===== src/design/scp_pkg.sv =====
`timescale 1ns / 1ps
// Shared types, widths and helpers for the segment screen clip unit.
// Depends on nothing; every other file of the unit but scp_div imports it.
package scp_pkg;

  localparam int unsigned XW  = 12;  // pixel column or row of a result
  localparam int unsigned CW  = 24;  // integer part of a Q24.8 coordinate
  localparam int unsigned DXW = 24;  // |dx| and |dy|
  localparam int unsigned DYW = 25;  // signed dy and raw differences
  localparam int unsigned PRW = 50;  // products, intercept sums and numerators
  localparam int unsigned MW  = 49;  // floored Q-scaled intercept numerator
  localparam int unsigned DVW = 48;  // dividend width of the intercept dividers
  localparam int unsigned LW  = 37;  // H*|dx|, W*|dy| and the crossing dividend

  localparam int unsigned DEF_W = 1024;
  localparam int unsigned DEF_H = 1024;

  typedef struct packed {
    logic signed [31:0] start_x;
    logic signed [31:0] start_y;
    logic signed [31:0] start_z;
    logic signed [31:0] end_x;
    logic signed [31:0] end_y;
    logic signed [31:0] end_z;
  } scp_in_t;

  typedef struct packed {
    logic                 visible;
    logic [XW-1:0]        clip_x;
    logic [XW-1:0]        clip_y;
    logic signed [CW-1:0] depth_max;
  } scp_out_t;

  // Travels beside the intercept dividers.
  typedef struct packed {
    logic                  vis;
    logic signed [CW-1:0]  zmax;
    logic                  early;
    logic [XW-1:0]         ecx;
    logic [XW-1:0]         ecy;
    logic                  fx_ge_w;
    logic                  fx_lt0;
    logic                  fy_ge_h;
    logic                  fy_lt0;
    logic                  mneg;
    logic signed [MW-1:0]  m;
    logic [DXW-1:0]        dx;
    logic                  dyneg;
    logic [DXW-1:0]        ady;
    logic [LW-1:0]         hdx;
    logic [LW-1:0]         wady;
  } scp_side_t;

  // Travels beside the crossing-column divider.
  typedef struct packed {
    logic                 vis;
    logic signed [CW-1:0] zmax;
    logic                 usediv;
    logic                 lo;
    logic                 hi;
    logic [XW-1:0]        fcx;
    logic [XW-1:0]        fcy;
  } scp_tail_t;

  // Clamp a signed pixel coordinate into 0 .. lim-1.
  function automatic logic [XW-1:0] sat_pix(logic signed [CW-1:0] v,
                                            logic signed [CW-1:0] lim);
    logic signed [CW-1:0] top;
    logic [XW-1:0]        res;
    top = CW'(lim - 1);
    if (v < 0) begin
      res = '0;
    end else if (v > top) begin
      res = top[XW-1:0];
    end else begin
      res = v[XW-1:0];
    end
    return res;
  endfunction

endpackage


===== src/design/scp_mid.sv =====
`timescale 1ns / 1ps
// Two stages after the intercept dividers: edge hits and the crossing dividend.
// Depends on scp_pkg.
module scp_mid #(
  parameter int unsigned SCREEN_WIDTH  = scp_pkg::DEF_W,
  parameter int unsigned SCREEN_HEIGHT = scp_pkg::DEF_H
) (
  input  logic                    clk_i,
  input  logic                    rst_ni,
  input  logic                    valid_i,
  input  scp_pkg::scp_side_t      side_i,
  input  logic [scp_pkg::DVW-1:0] quoa_i,
  input  logic [scp_pkg::DXW-1:0] rema_i,
  input  logic [scp_pkg::DVW-1:0] quob_i,
  input  logic                    pneg_i,
  output logic                    valid_o,
  output logic [scp_pkg::LW-1:0]  num_o,
  output logic [scp_pkg::DXW-1:0] den_o,
  output scp_pkg::scp_tail_t      tail_o
);
  import scp_pkg::*;

  localparam logic signed [PRW-1:0] HP   = PRW'(SCREEN_HEIGHT);
  localparam logic [XW-1:0]         WTOP = XW'(SCREEN_WIDTH - 1);
  localparam logic [XW-1:0]         HTOP = XW'(SCREEN_HEIGHT - 1);

  typedef struct packed {
    scp_side_t             s;
    logic signed [PRW-1:0] wi;
    logic signed [PRW-1:0] a0;
    logic                  yi_in;
    logic [XW-1:0]         yi_lo;
  } s5_t;

  // Stage 5: signed quotients, remainder and the crossing numerator.
  // Floor division of a negative value divides its complement and
  // complements the quotient.
  logic signed [MW-1:0] q1_c, q2_c;
  logic [DXW-1:0]       r1_c;
  s5_t                  s5_d, s5_q;
  logic                 v5_q;

  assign q1_c = side_i.mneg ? ~$signed({1'b0, quoa_i}) : $signed({1'b0, quoa_i});
  assign q2_c = pneg_i ? ~$signed({1'b0, quob_i}) : $signed({1'b0, quob_i});
  assign r1_c = side_i.mneg ? (side_i.dx - DXW'(1) - rema_i) : rema_i;

  always_comb begin
    s5_d.s     = side_i;
    s5_d.wi    = PRW'(q1_c) + PRW'(q2_c);
    s5_d.yi_in = !side_i.m[MW-1] && (PRW'(side_i.m) < $signed(PRW'(side_i.hdx)));
    s5_d.yi_lo = q1_c[XW-1:0];
    // (K - yi) * dx rewritten as K*dx - m + r so that no wide product is needed.
    s5_d.a0    = $signed(PRW'(side_i.fy_ge_h ? side_i.hdx : '0)) - PRW'(side_i.m)
                 + $signed(PRW'(r1_c));
  end

  // Stage 6: edge hits, clip choice, dividend for the crossing column.
  logic                  wi_in_c, hit_c, lo_c, hi_c;
  logic signed [PRW-1:0] a_c;
  scp_tail_t             tail_d;

  assign wi_in_c = !s5_q.wi[PRW-1] && (s5_q.wi < HP);
  assign hit_c   = (s5_q.s.fx_ge_w && wi_in_c) || (s5_q.s.fx_lt0 && s5_q.yi_in);
  assign a_c     = s5_q.s.dyneg ? -s5_q.a0 : s5_q.a0;
  assign lo_c    = a_c[PRW-1];
  assign hi_c    = !lo_c && (a_c >= $signed(PRW'(s5_q.s.wady)));

  always_comb begin
    tail_d.vis    = s5_q.s.vis;
    tail_d.zmax   = s5_q.s.zmax;
    tail_d.lo     = lo_c;
    tail_d.hi     = hi_c;
    tail_d.usediv = 1'b0;
    tail_d.fcx    = '0;
    tail_d.fcy    = '0;
    priority if (s5_q.s.early) begin
      tail_d.fcx = s5_q.s.ecx;
      tail_d.fcy = s5_q.s.ecy;
    end else if (hit_c) begin
      tail_d.fcx = s5_q.s.fx_ge_w ? WTOP : '0;
      tail_d.fcy = s5_q.s.fx_ge_w ? s5_q.wi[XW-1:0] : s5_q.yi_lo;
    end else if (s5_q.s.fy_ge_h) begin
      tail_d.usediv = 1'b1;
      tail_d.fcy    = HTOP;
    end else if (s5_q.s.fy_lt0) begin
      tail_d.usediv = 1'b1;
    end else begin
      tail_d.fcx = '0;
    end
  end

  always_ff @(posedge clk_i or negedge rst_ni) begin
    if (!rst_ni) begin
      v5_q    <= 1'b0;
      valid_o <= 1'b0;
    end else begin
      v5_q    <= valid_i;
      valid_o <= v5_q;
    end
  end

  always_ff @(posedge clk_i) begin
    s5_q   <= s5_d;
    num_o  <= (lo_c || hi_c) ? '0 : LW'(a_c);
    den_o  <= s5_q.s.ady;
    tail_o <= tail_d;
  end

endmodule


===== config.mk =====
export PLATFORM = sky130hd
export DESIGN_NAME = scp_mid
export DESIGN_NICKNAME = d
export VERILOG_FILES = /design/src/design/scp_pkg.sv /design/src/design/scp_mid.sv
export SDC_FILE = /design/constraint.sdc
export NUM_CORES = 1
export LEC_CHECK = 0
export ABC_AREA = 1
export BUFFER_PORTS_ARGS = -buffer_cell sky130_fd_sc_hd__buf_2
export CAP_MARGIN = 20
export CORE_UTILIZATION = 45
export CTS_BUF_LIST = sky130_fd_sc_hd__clkbuf_4 sky130_fd_sc_hd__clkbuf_8
export DETAILED_ROUTE_END_ITERATION = 12
export PLACE_DENSITY = 0.77
export SKIP_LAST_GASP = 1
export SLEW_MARGIN = 10
export SYNTH_ARGS = -nofsm -noshare
export SYNTH_HDL_FRONTEND = slang
export SYNTH_SLANG_ARGS = --single-unit

===== constraint.sdc =====
create_clock -name clk_i -period 4.8 [get_ports clk_i]
set_input_delay 0.96 -clock clk_i [delete_from_list [all_inputs] [get_ports clk_i]]
set_output_delay 0.96 -clock clk_i [all_outputs]
set_load 0.01 [all_outputs]

==> metrics.txt, run 1 <==
slowest CP cell=fa_1; placed cell areas=0.0248 sq mm; Gate power share=37.6%; PwrDens=377 mW/mm^2; Iteration-0 DRC Markers=1082; Simple-Gate Fraction of Synth Area=21.4%; post-layout instance area=0.0261 sq mm; top cells by area, synth=dfxtp_1, ha_1, nand2_1; first drt pass iteration count=5; Synth Area in XOR/XNOR=9.79%; Slew Viols, Final=0; H-tree levels=2; Mapped Avg Cell Area=7.48 sq um; mux cell area share after synthesis=0.0973%; Yosys top cell area share=33.3%; Critical Path Stages=25; clock buffer count from CTS=54; RSZ-0062 raised after global routing=yes; Fill cells=4194; Total GRT Usage=26.2%; Synth Flop Type=dfxtp_1; fin crit period=4540 ps; vias in the first global route=19000; Slew headroom=48.4%; worst hold slack=122 ps; core area=0.0446 sq mm; Critical Path Fanout Max=5; fraction of layout instances using a drive strength above 1=23.3%; Pint=0.00630 W; Worst VDD drop=0.000264 V; placer congestion estimate=0.973; Bufs and invs on worst path=4; ANT nets after route=0; I/O pin count=465; largest net degree at the start of global routing=52; Layout Skew=41.5 ps; startpoint types=input port; final worst setup slack=256 ps; initial antenna violation count=22; WP data arrival=5110 ps; worst slack, placed=-490 ps; CP Capture Type=flop; final period utilization=94.7%; Post-Syn Area=0.0206 sq mm; Sw Ratio=35.9%; Worst Tran Pin Value=772 ps; Post-synth EDFFs=0; Yosys top cell by area=dfxtp_1; Worst Reg-to-Reg Cells=17; Synth Register Bits=344; LEAKAGE=13.8 nW; HPWL Detailed=52.7 mm; die area=0.0466 sq mm; Clock power frac=26.2%; Syn. warnings=0; Via Count=19800; overflow left after global routing=0; via-per-instance ratio=4.87; register area share after synthesis=33.5%; combinational family with the most area after synthesis=simple AND/OR/NAND/NOR gates; status=complete, no violations; first-pass GRT wire length=97.0 mm; synth unique cells=53; Max Freq=220 MHz; synthesized-area fraction occupied by adder cells=14.6%; Die W=216 um; Initial Util=46.1%; Layout Nets=3989; worst hold path class=in -> async; routed length per instance=15.3 um; # rows=77; kind of cell adding the most delay to the critical path=compound AO/OA/AOI/OAI gates; Flop pwr share=36.2%; drt drc=0; Final setup viols=0; Clock Path Buffers=3; Die Ht=216 um; clk sinks=344; Port Buffers=464; Total Routed Length=62.1 mm; switching pwr=0.00353 W; CTS tree=yes; Area growth syn-to-layout=26.8%; post-synthesis compound-gate area fraction=11.9%; Largest stage delay, worst path=480 ps; fin util=58.5%; CTS clk-pin slew, worst paths=60 ps; Post-Syn Instances=2749; clk_lat worst skew=640 ps; Final Hold Fails=0; root buffer cell=clkbuf_8; critical path required time=5360 ps; Synth Net Count=3324; # Max-Cap Violations=0; Async SR Flop Fraction=0.581%; Crit Path Category=in -> reg
-- sequential cells by signal, summed over array words and instances, names as in the netlist --
register / count
v5_q: 1
tail_o: 52
num_o: 37
den_o: 24
s5_q: 229
valid_o: 1
-- per-layer routing --
layer	global-route usage [%]	routed length (um)	up-vias
li1	-	-	10100
met5	0	83	-
met4	8.39	1560	12
met2	45.2	29700	549
met1	32.8	27000	8977
met3	4.76	3780	119
-- logic make-up (layout without fill, tap and decap cells) --
family	count (synthesis)	after routing
buffers and inverters	471	1174
adders and majority gates	224	224
DFF	344	344
xor gates and xnor gates	230	230
AOI/OAI and AO/OA	428	428
other	0	18
muxes	2	2
and+or+nand+nor	1050	1050
-- power by group through the flow --
stage	Sequential (W)	Clock, W	Combinational [W]
4_1_cts	0.00356	0.00264	0.00366
6_report	0.00356	0.00257	0.00369
3_5_place_dp	0.00362	0	0.00363
3_3_place_gp	0.00361	0	0.00358
2_1_floorplan	0.00354	0	0.00231
5_1_grt	0.00360	0.00277	0.00414
-- repair_timing --
action	in CTS	in global routing
setup buffers	0	0
resized for setup	0	19
hold buffers	0	0
endpoints found under the setup margin	0	23
-- per-stage QoR --
stage          instances  total power [W]  setup TNS [ps]
4_1_cts             4044          0.00986               0
2_1_floorplan       2749          0.00585               0
6_report            4062          0.00982               0
3_3_place_gp        3950          0.00719           -7800
5_1_grt             4056           0.0105           -23.5
3_5_place_dp        3950          0.00725          -11150
-- final timing paths --
check / startpoint / end / slack [ps]
setup / recovery: rema_i[2] / s5_q[61] / 260
min in group clk_i: s5_q[339] / tail_o[51] / 320
setup reg to reg: s5_q[13] / num_o[3] / 890
hold / removal: rst_ni / v5_q / 120
max in group asynchronous: rst_ni / valid_o / 4580
hold reg to reg: s5_q[339] / tail_o[51] / 320
-- synth_stat cells (11+ instances only) --
cell / number
a21oi_1: 157
a31oi_1: 39
buf_1: 14
nand4_1: 31
dfxtp_1: 342
o21a_1: 17
nor2_1: 296
nor3_1: 23
clkbuf_1: 15
nor2_2: 38
nand2_1: 540
a21o_1: 25
ha_1: 198
nand3_1: 76
o21ai_0: 134
fa_1: 26
o21bai_1: 11
inv_1: 436
xor2_1: 188
o211ai_1: 11
nor4_1: 12
xnor2_1: 42
-- final cells by class --
type,count,area (sq um),share of cell area (%)
Antenna cell,18,45.0,0.173
Clock buffer,85,1050,4.03
Clock inverter,9,92.6,0.355
Inverter,436,1640,6.28
Multi-Input combinational cell,1934,11900,45.7
Sequential cell,344,6900,26.4
Tap cell,592,741,2.84
Timing Repair Buffer,644,3700,14.2
-- placed cells by master, fill, tap and decap left out, types with 25 or more instances in the layout --
cell type,n
nor2_1,294
nand2_1,539
buf_2,463
nand4_1,31
nand3_1,76
inv_1,436
a31oi_1,39
clkbuf_8,66
a21o_1,25
a21oi_1,153
dfxtp_1,342
xnor2_1,42
o21ai_0,127
fa_1,26
ha_1,198
nor2_2,40
xor2_1,188
buf_4,179
Note: power is estimated with default switching activity, not from simulation.
==> inputs of run 2 (changes only) <==
- BUFFER_PORTS_ARGS: -buffer_cell sky130_fd_sc_hd__buf_2 -> default
- DONT_BUFFER_PORTS: default -> 1
- MAX_ROUTING_LAYER: default -> met4
- PLACE_DENSITY: 0.77 -> 0.69
==> metrics.txt, run 2 (synthesis gave the netlist of run 1 again) <==
status=complete, no violations (unchanged); Worst VDD drop=0.000238 V (was 0.000264 V); Crit Path Category=in -> reg (unchanged); Worst Reg-to-Reg Cells=18 (was 17); Largest stage delay, worst path=490 ps (was 480 ps); placed cell areas=0.0223 sq mm (was 0.0248 sq mm); Worst Tran Pin Value=796 ps (was 772 ps); Final setup viols=0 (unchanged); startpoint types=input port (unchanged); crit-path cells=inv_1 > ha_1 > a21oi_1 > o21ai_0 > buf_4 > nand2_1 > nand2_1 > nand2_1 > nand3_1 > a31o_2 > or2_2 > nand3_1 > o21ai_0 > fa_1 > ha_1 > buf_4 > a21oi_1 > o21ai_1 > a21oi_1 > o21ai_0 > a21oi_1 > o21bai_2 > buf_4 > xor2_1; fin crit period=4510 ps (was 4540 ps); Die Ht=216 um (unchanged); largest net degree at the start of global routing=80 (was 52); fin util=53.1% (was 58.5%); I/O pin count=465 (unchanged); first drt pass iteration count=6 (was 5); most frequent cells in the layout=nand2_1, inv_1, dfxtp_1 (was nand2_1, buf_2, inv_1); Layout Skew=54.1 ps (was 41.5 ps); HPWL Detailed=51.9 mm (was 52.7 mm); Final Hold Fails=0 (unchanged); Regs by FF count=s5_q (229), tail_o (52), num_o (37) (unchanged); Inst Count DP=3458 (was 3950); Total Routed Length=61.0 mm (was 62.1 mm); Layout Nets=3500 (was 3989); # rows=77 (unchanged); switching pwr=0.00351 W (was 0.00353 W); met2 WL=30.5 mm (was 29.7 mm); Max Freq=222 MHz (was 220 MHz); CTS tree=yes (unchanged); Sw Ratio=35.2% (was 35.9%); CTS clk-pin slew, worst paths=60 ps (about the same); Total GRT Usage=26.6% (was 26.2%); met1 wire length=24.9 mm (was 27.0 mm); drt drc=0 (unchanged); # Max-Cap Violations=0 (unchanged); die area=0.0466 sq mm (unchanged); Clock power frac=30.2% (was 26.2%); Slew Viols, Final=0 (unchanged); most common cell after layout, fill and taps aside=nand2_1 (unchanged); first-pass GRT wire length=95.5 mm (was 97.0 mm); core area=0.0446 sq mm (unchanged); total power=0.00999 W (was 0.00982 W); Via Count=18000 (was 19800); via-per-instance ratio=5.05 (was 4.87); vias in the first global route=18400 (was 19000); worst hold path class=in -> reg (was in -> async); Clock Path Buffers=3 (unchanged); critical path required time=5320 ps (was 5360 ps); clock buffer count from CTS=56 (was 54); final period utilization=94.0% (was 94.7%); clk sinks=344 (unchanged); Initial Util=46.1% (unchanged); routed length per instance=17.1 um (was 15.3 um); Final Non-Filler Cells=3563 (was 4062); WP data arrival=5030 ps (was 5110 ps); Gate power share=34.0% (was 37.6%); LEAKAGE=11.9 nW (was 13.8 nW); PwrDens=421 mW/mm^2 (was 377 mW/mm^2); placer congestion estimate=0.988 (was 0.973); setup bufs post-CTS=0 (unchanged); root buffer cell=clkbuf_8 (unchanged); Port Buffers=0 (was 464); overflow left after global routing=0 (unchanged); Pint=0.00648 W (was 0.00630 W); Flop pwr share=35.8% (was 36.2%); met3 wire length=4.10 mm (was 3.78 mm); CP Capture Type=flop (unchanged); post-layout instance area=0.0237 sq mm (was 0.0261 sq mm); clk_lat worst skew=670 ps (was 640 ps); fraction of layout instances using a drive strength above 1=10.6% (was 23.3%); Critical Path Fanout Max=4 (was 5); number of flip-flops in the largest register=229 (unchanged); hold path cells=0; Die W=216 um (unchanged); Area growth syn-to-layout=15.2% (was 26.8%); DR top layer=met4 (was met5); initial antenna violation count=2 (was 22); Setup TNS=0 ps (unchanged); ANT nets after route=0 (unchanged); CP most frequent cell=a21oi_1; slowest CP cell=fa_1 (unchanged); H-tree levels=2 (unchanged); Biggest register=s5_q (unchanged); Slew headroom=46.7% (was 48.4%); Iteration-0 DRC Markers=936 (was 1082)
[run 2: cell count changes in the layout (fill, tap and decap cells not counted), sizes merged]
cell / delta
buf: -492
bufinv: +6
clkbuf: -4
clkinv: +3
clkinvlp: +1
diode: -15
dlygate4sd3: +1
inv: +1
[run 2: final timing paths]
check	startpoint	endpoint	slack, ps
min	side_i[85]	s5_q[198]	310
min reg2reg	s5_q[318]	tail_o[30]	320
max reg2reg	s5_q[13]	num_o[1]	870
min in group asynchronous	rst_ni	v5_q	570
max	rema_i[3]	s5_q[46]	290
max in group asynchronous	rst_ni	valid_o	4110
[run 2: critical path: cells and delay by family]
family / cells / cell delay (ps)
compound gates: 10 / 1690
simple gates: 6 / 660
fa+ha+maj: 3 / 1120
xor+xnor: 1 / 130
buf+inv: 4 / 470
[run 2: power groups by stage]
stage          registers (W)  logic (W)  clock network, W
4_1_cts              0.00357    0.00339           0.00310
5_1_grt              0.00362    0.00384           0.00323
3_5_place_dp         0.00364    0.00337                 0
2_1_floorplan        0.00354    0.00231                 0
6_report             0.00357    0.00339           0.00302
3_3_place_gp         0.00362    0.00332                 0
[run 2: per-layer routing]
layer | up-vias | GRT usage, %
li1 | 9145 | -
met1 | 8244 | 29.7
met2 | 518 | 46.6
met3 | 96 | 6.44
met4 | 0 | 7.97
met5 | - | -
[run 2: area by class of cell]
type / instances / area [sq um]
Sequential cell: 344 / 6900
Timing Repair Buffer: 153 / 1160
Tap cell: 592 / 741
Antenna cell: 3 / 7.51
Multi-Input combinational cell: 1934 / 11900
Fill cell: 4330 / 20900
Inverter: 436 / 1640
Clock buffer: 81 / 1030
Clock inverter: 20 / 327
[run 2: repair_timing]
item / CTS / global route
gates resized for setup: 0 / 10
endpoints found under the hold margin: 2 / 0
hold buffers: 1 / 0
endpoints found under the setup margin: 0 / 21
[run 2: metrics by stage]
| step | worst slack, ps | hold WS [ps] |
|---|---|---|
| 2_1_floorplan | 28.2 | 310 |
| 3_3_place_gp | -290 | 310 |
| 3_5_place_dp | -414 | 312 |
| 4_1_cts | 268 | 260 |
| 5_1_grt | -20.0 | 263 |
| 6_report | 290 | 306 |
==> inputs of run 3 (changes only) <==
- ABC_AREA: 1 -> default
- PLACE_DENSITY: 0.69 -> default
==> metrics.txt, run 3 <==
top cells by area, synth=dfxtp_1, ha_1, xor2_1 (was dfxtp_1, ha_1, nand2_1); Inst Count DP=2661 (was 3458); first-pass GRT wire length=76.8 mm (was 95.5 mm); final period utilization=109% (was 94.0%); Largest stage delay, worst path=500 ps (was 490 ps); Area growth syn-to-layout=20.5% (was 15.2%); Total Routed Length=51.0 mm (was 61.0 mm); Die Ht=207 um (was 216 um); clk_lat worst skew=640 ps (was 670 ps); Max Freq=191 MHz (was 222 MHz); Initial Util=45.9% (was 46.1%); Crit Path Category=in -> reg (unchanged); CP Capture Type=flop (unchanged); via-per-instance ratio=5.29 (was 5.05); root buffer cell=clkbuf_8 (unchanged); most common cell after layout, fill and taps aside=dfxtp_1 (was nand2_1); synth unique cells=76 (was 53); die area=0.0427 sq mm (was 0.0466 sq mm); Synth top cells by count=dfxtp_1, ha_1, inv_1 (was nand2_1, inv_1, dfxtp_1); Final setup viols=23 (was 0); Slew Viols, Final=0 (unchanged); placer congestion estimate=0.971 (was 0.988); Worst Tran Pin Value=825 ps (was 796 ps); startpoint types=input port (unchanged); largest net degree at the start of global routing=93 (was 80); worst slack, placed=-1290 ps (was -414 ps); RSZ-0062 raised after global routing=yes; WP data arrival=5780 ps (was 5030 ps); I/O pin count=465 (unchanged); register area share after synthesis=36.6% (was 33.5%); HPWL Detailed=41.6 mm (was 51.9 mm); vias in the first global route=14500 (was 18400); Die W=207 um (was 216 um); Layout Nets=2777 (was 3500); Critical Path Fanout Max=6 (was 4); initial antenna violation count=5 (was 2); routed length per instance=18.3 um (was 17.1 um); Post-synth EDFFs=0 (unchanged); post-layout instance area=0.0227 sq mm (was 0.0237 sq mm); Final Non-Filler Cells=2785 (was 3563); Synth Flop Type=dfxtp_1 (unchanged); Synth Net Count=2587 (was 3324); placed cell areas=0.0208 sq mm (was 0.0223 sq mm); Worst VDD drop=0.000214 V (was 0.000238 V); overflow left after global routing=0 (unchanged); Slew headroom=44.9% (was 46.7%); core area=0.0411 sq mm (was 0.0446 sq mm); most frequent cells in the layout=dfxtp_1, ha_1, buf_4 (was nand2_1, inv_1, dfxtp_1); PwrDens=426 mW/mm^2 (was 421 mW/mm^2); Layout Skew=24.3 ps (was 54.1 ps); fraction of layout instances using a drive strength above 1=19.1% (was 10.6%); Syn. warnings=0 (unchanged); final worst setup slack=-436 ps (was 290 ps); Bufs and invs on worst path=4 (unchanged); count leader, synth=dfxtp_1 (was nand2_1); status=complete, but fails checks (was complete, no violations); critical path required time=5350 ps (was 5320 ps); Mapped Avg Cell Area=9.37 sq um (was 7.48 sq um); Port Buffers=0 (unchanged); Post-Syn Instances=2012 (was 2749); Total GRT Usage=23.6% (was 26.6%); H-tree levels=2 (unchanged); LEAKAGE=10.7 nW (was 11.9 nW); failing checks=design-rule violations, negative setup slack; kind of cell adding the most delay to the critical path=compound AO/OA/AOI/OAI gates (unchanged); CTS tree=yes (unchanged); Regs by FF count=s5_q (229), tail_o (52), num_o (37) (unchanged); drt drc=17 (was 0); slowest CP cell=fa_1 (unchanged); Fill cells=3745 (was 4330); clk sinks=344 (unchanged); first drt pass iteration count=12 (was 6); fin crit period=5240 ps (was 4510 ps); Synth Register Bits=344 (unchanged); # Max-Cap Violations=0 (unchanged); CP most frequent cell=a21oi_2 (was a21oi_1); Async SR Flop Fraction=0.581% (unchanged); # rows=74 (was 77); number of flip-flops in the largest register=229 (unchanged); worst hold path class=reg -> reg (was in -> reg); clock buffer count from CTS=55 (was 56); Yosys top cell by area=dfxtp_1 (unchanged); CTS clk-pin slew, worst paths=60 ps (about the same); Yosys top cell area share=36.3% (was 33.3%); Iteration-0 DRC Markers=655 (was 936); Via Count=14700 (was 18000); Biggest register=s5_q (unchanged); Final Hold Fails=0 (unchanged); ANT nets after route=0 (unchanged); Clock Path Buffers=3 (unchanged); Post-Syn Area=0.0189 sq mm (was 0.0206 sq mm)
[run 3: changes by cell type after synthesis, sizes merged, moves of 56 or more]
cell and change:
xor2 -56, xnor2 +64, nand2 -425, nor2 -245, inv -262, a21o +81
[run 3: path summary, 6_finish.rpt]
| path | cells after the start | slack [ps] | start | to |
|---|---|---|---|---|
| min in group asynchronous | 1 | 560 | rst_ni | v5_q |
| setup / recovery | 25 | -440 | rema_i[1] | s5_q[51] |
| max in group asynchronous | 1 | 4120 | rst_ni | valid_o |
| setup reg to reg | 20 | 160 | s5_q[23] | num_o[14] |
| hold reg to reg | 0 | 320 | s5_q[208] | den_o[21] |
| hold / removal | 0 | 320 | s5_q[208] | den_o[21] |
[run 3: final cells by class]
class	count	area (sq um)	area share, %
clock inverter	14	193	0.848
inverter	174	657	2.89
multi-input combinational	1441	11700	51.5
tap	532	666	2.93
antenna	5	12.5	0.0551
timing repair buffer	186	1470	6.46
clock buffer	89	1120	4.95
sequential	344	6900	30.4
[run 3: power breakdown]
| group | switching (W) | internal [W] | leakage, nW |
|---|---|---|---|
| Combinational | 0.00160 | 0.00162 | 7.14 |
| Sequential | 0.000301 | 0.00330 | 2.89 |
| Clock | 0.00114 | 0.00171 | 0.687 |
| Total | 0.00304 | 0.00663 | 10.7 |
[run 3: kinds of logic (layout without fill, tap and decap cells)]
kind of cell / Yosys count / in the layout / synth area share, %
XOR/XNOR: 238 / 238 / 11.1
adder cells (fa/ha/maj): 224 / 224 / 15.9
AND/OR/NAND/NOR: 498 / 498 / 14.4
multiplexers: 17 / 17 / 0.903
buffers and inverters: 227 / 463 / 4.88
AO/OA/AOI/OAI: 464 / 464 / 16.3
flip-flops: 344 / 344 / 36.6
other: 0 / 5 / 0
[run 3: stage by stage]
step	utilization [%]	setup TNS, ps	power (W)	hold WS, ps
floorplan	-	-9890	0.00574	310
global placement	50.7	-26870	0.00661	310
detailed placement	50.7	-30010	0.00667	312
CTS	54.4	-4530	0.00962	291
global route	55.3	-10820	0.0103	298
finish	55.3	-6570	0.00967	325
[run 3: worst register-to-register path, stage by stage, from the launching register on]
cell and delay [ps]:
dfxtp_1 320, or4_4 540, or3_4 370, buf_4 150
nor2_1 110, nand3_1 140, o41ai_2 350, xnor2_1 230
ha_1 300, a21o_1 180, a21o_1 160, a21o_1 160
a21o_1 160, a221o_1 360, a2bb2oi_2 160, a21oi_1 110
nor3_2 230, nand2b_2 100, buf_12 160, buf_4 180
nor2b_2 100
[run 3: what timing repair did]
action / in CTS / in global routing
pin swaps: 30 / 64
setup buffers: 8 / 8
endpoints found under the setup margin: 46 / 65
hold buffers: 1 / 0
resized for setup: 27 / 58
endpoints found under the hold margin: 2 / 0
[run 3: metal layers]
| layer | part of all wire, % | routed length [um] | global-route usage, % | up-vias |
|---|---|---|---|---|
| met5 | 0 | 0 | - | - |
| met4 | 2.9 | 1470 | 7.51 | 0 |
| met3 | 6.7 | 3420 | 6.37 | 87 |
| met2 | 50 | 25300 | 40.4 | 385 |
| met1 | 41 | 20800 | 26.6 | 6882 |
| li1 | - | - | - | 7388 |
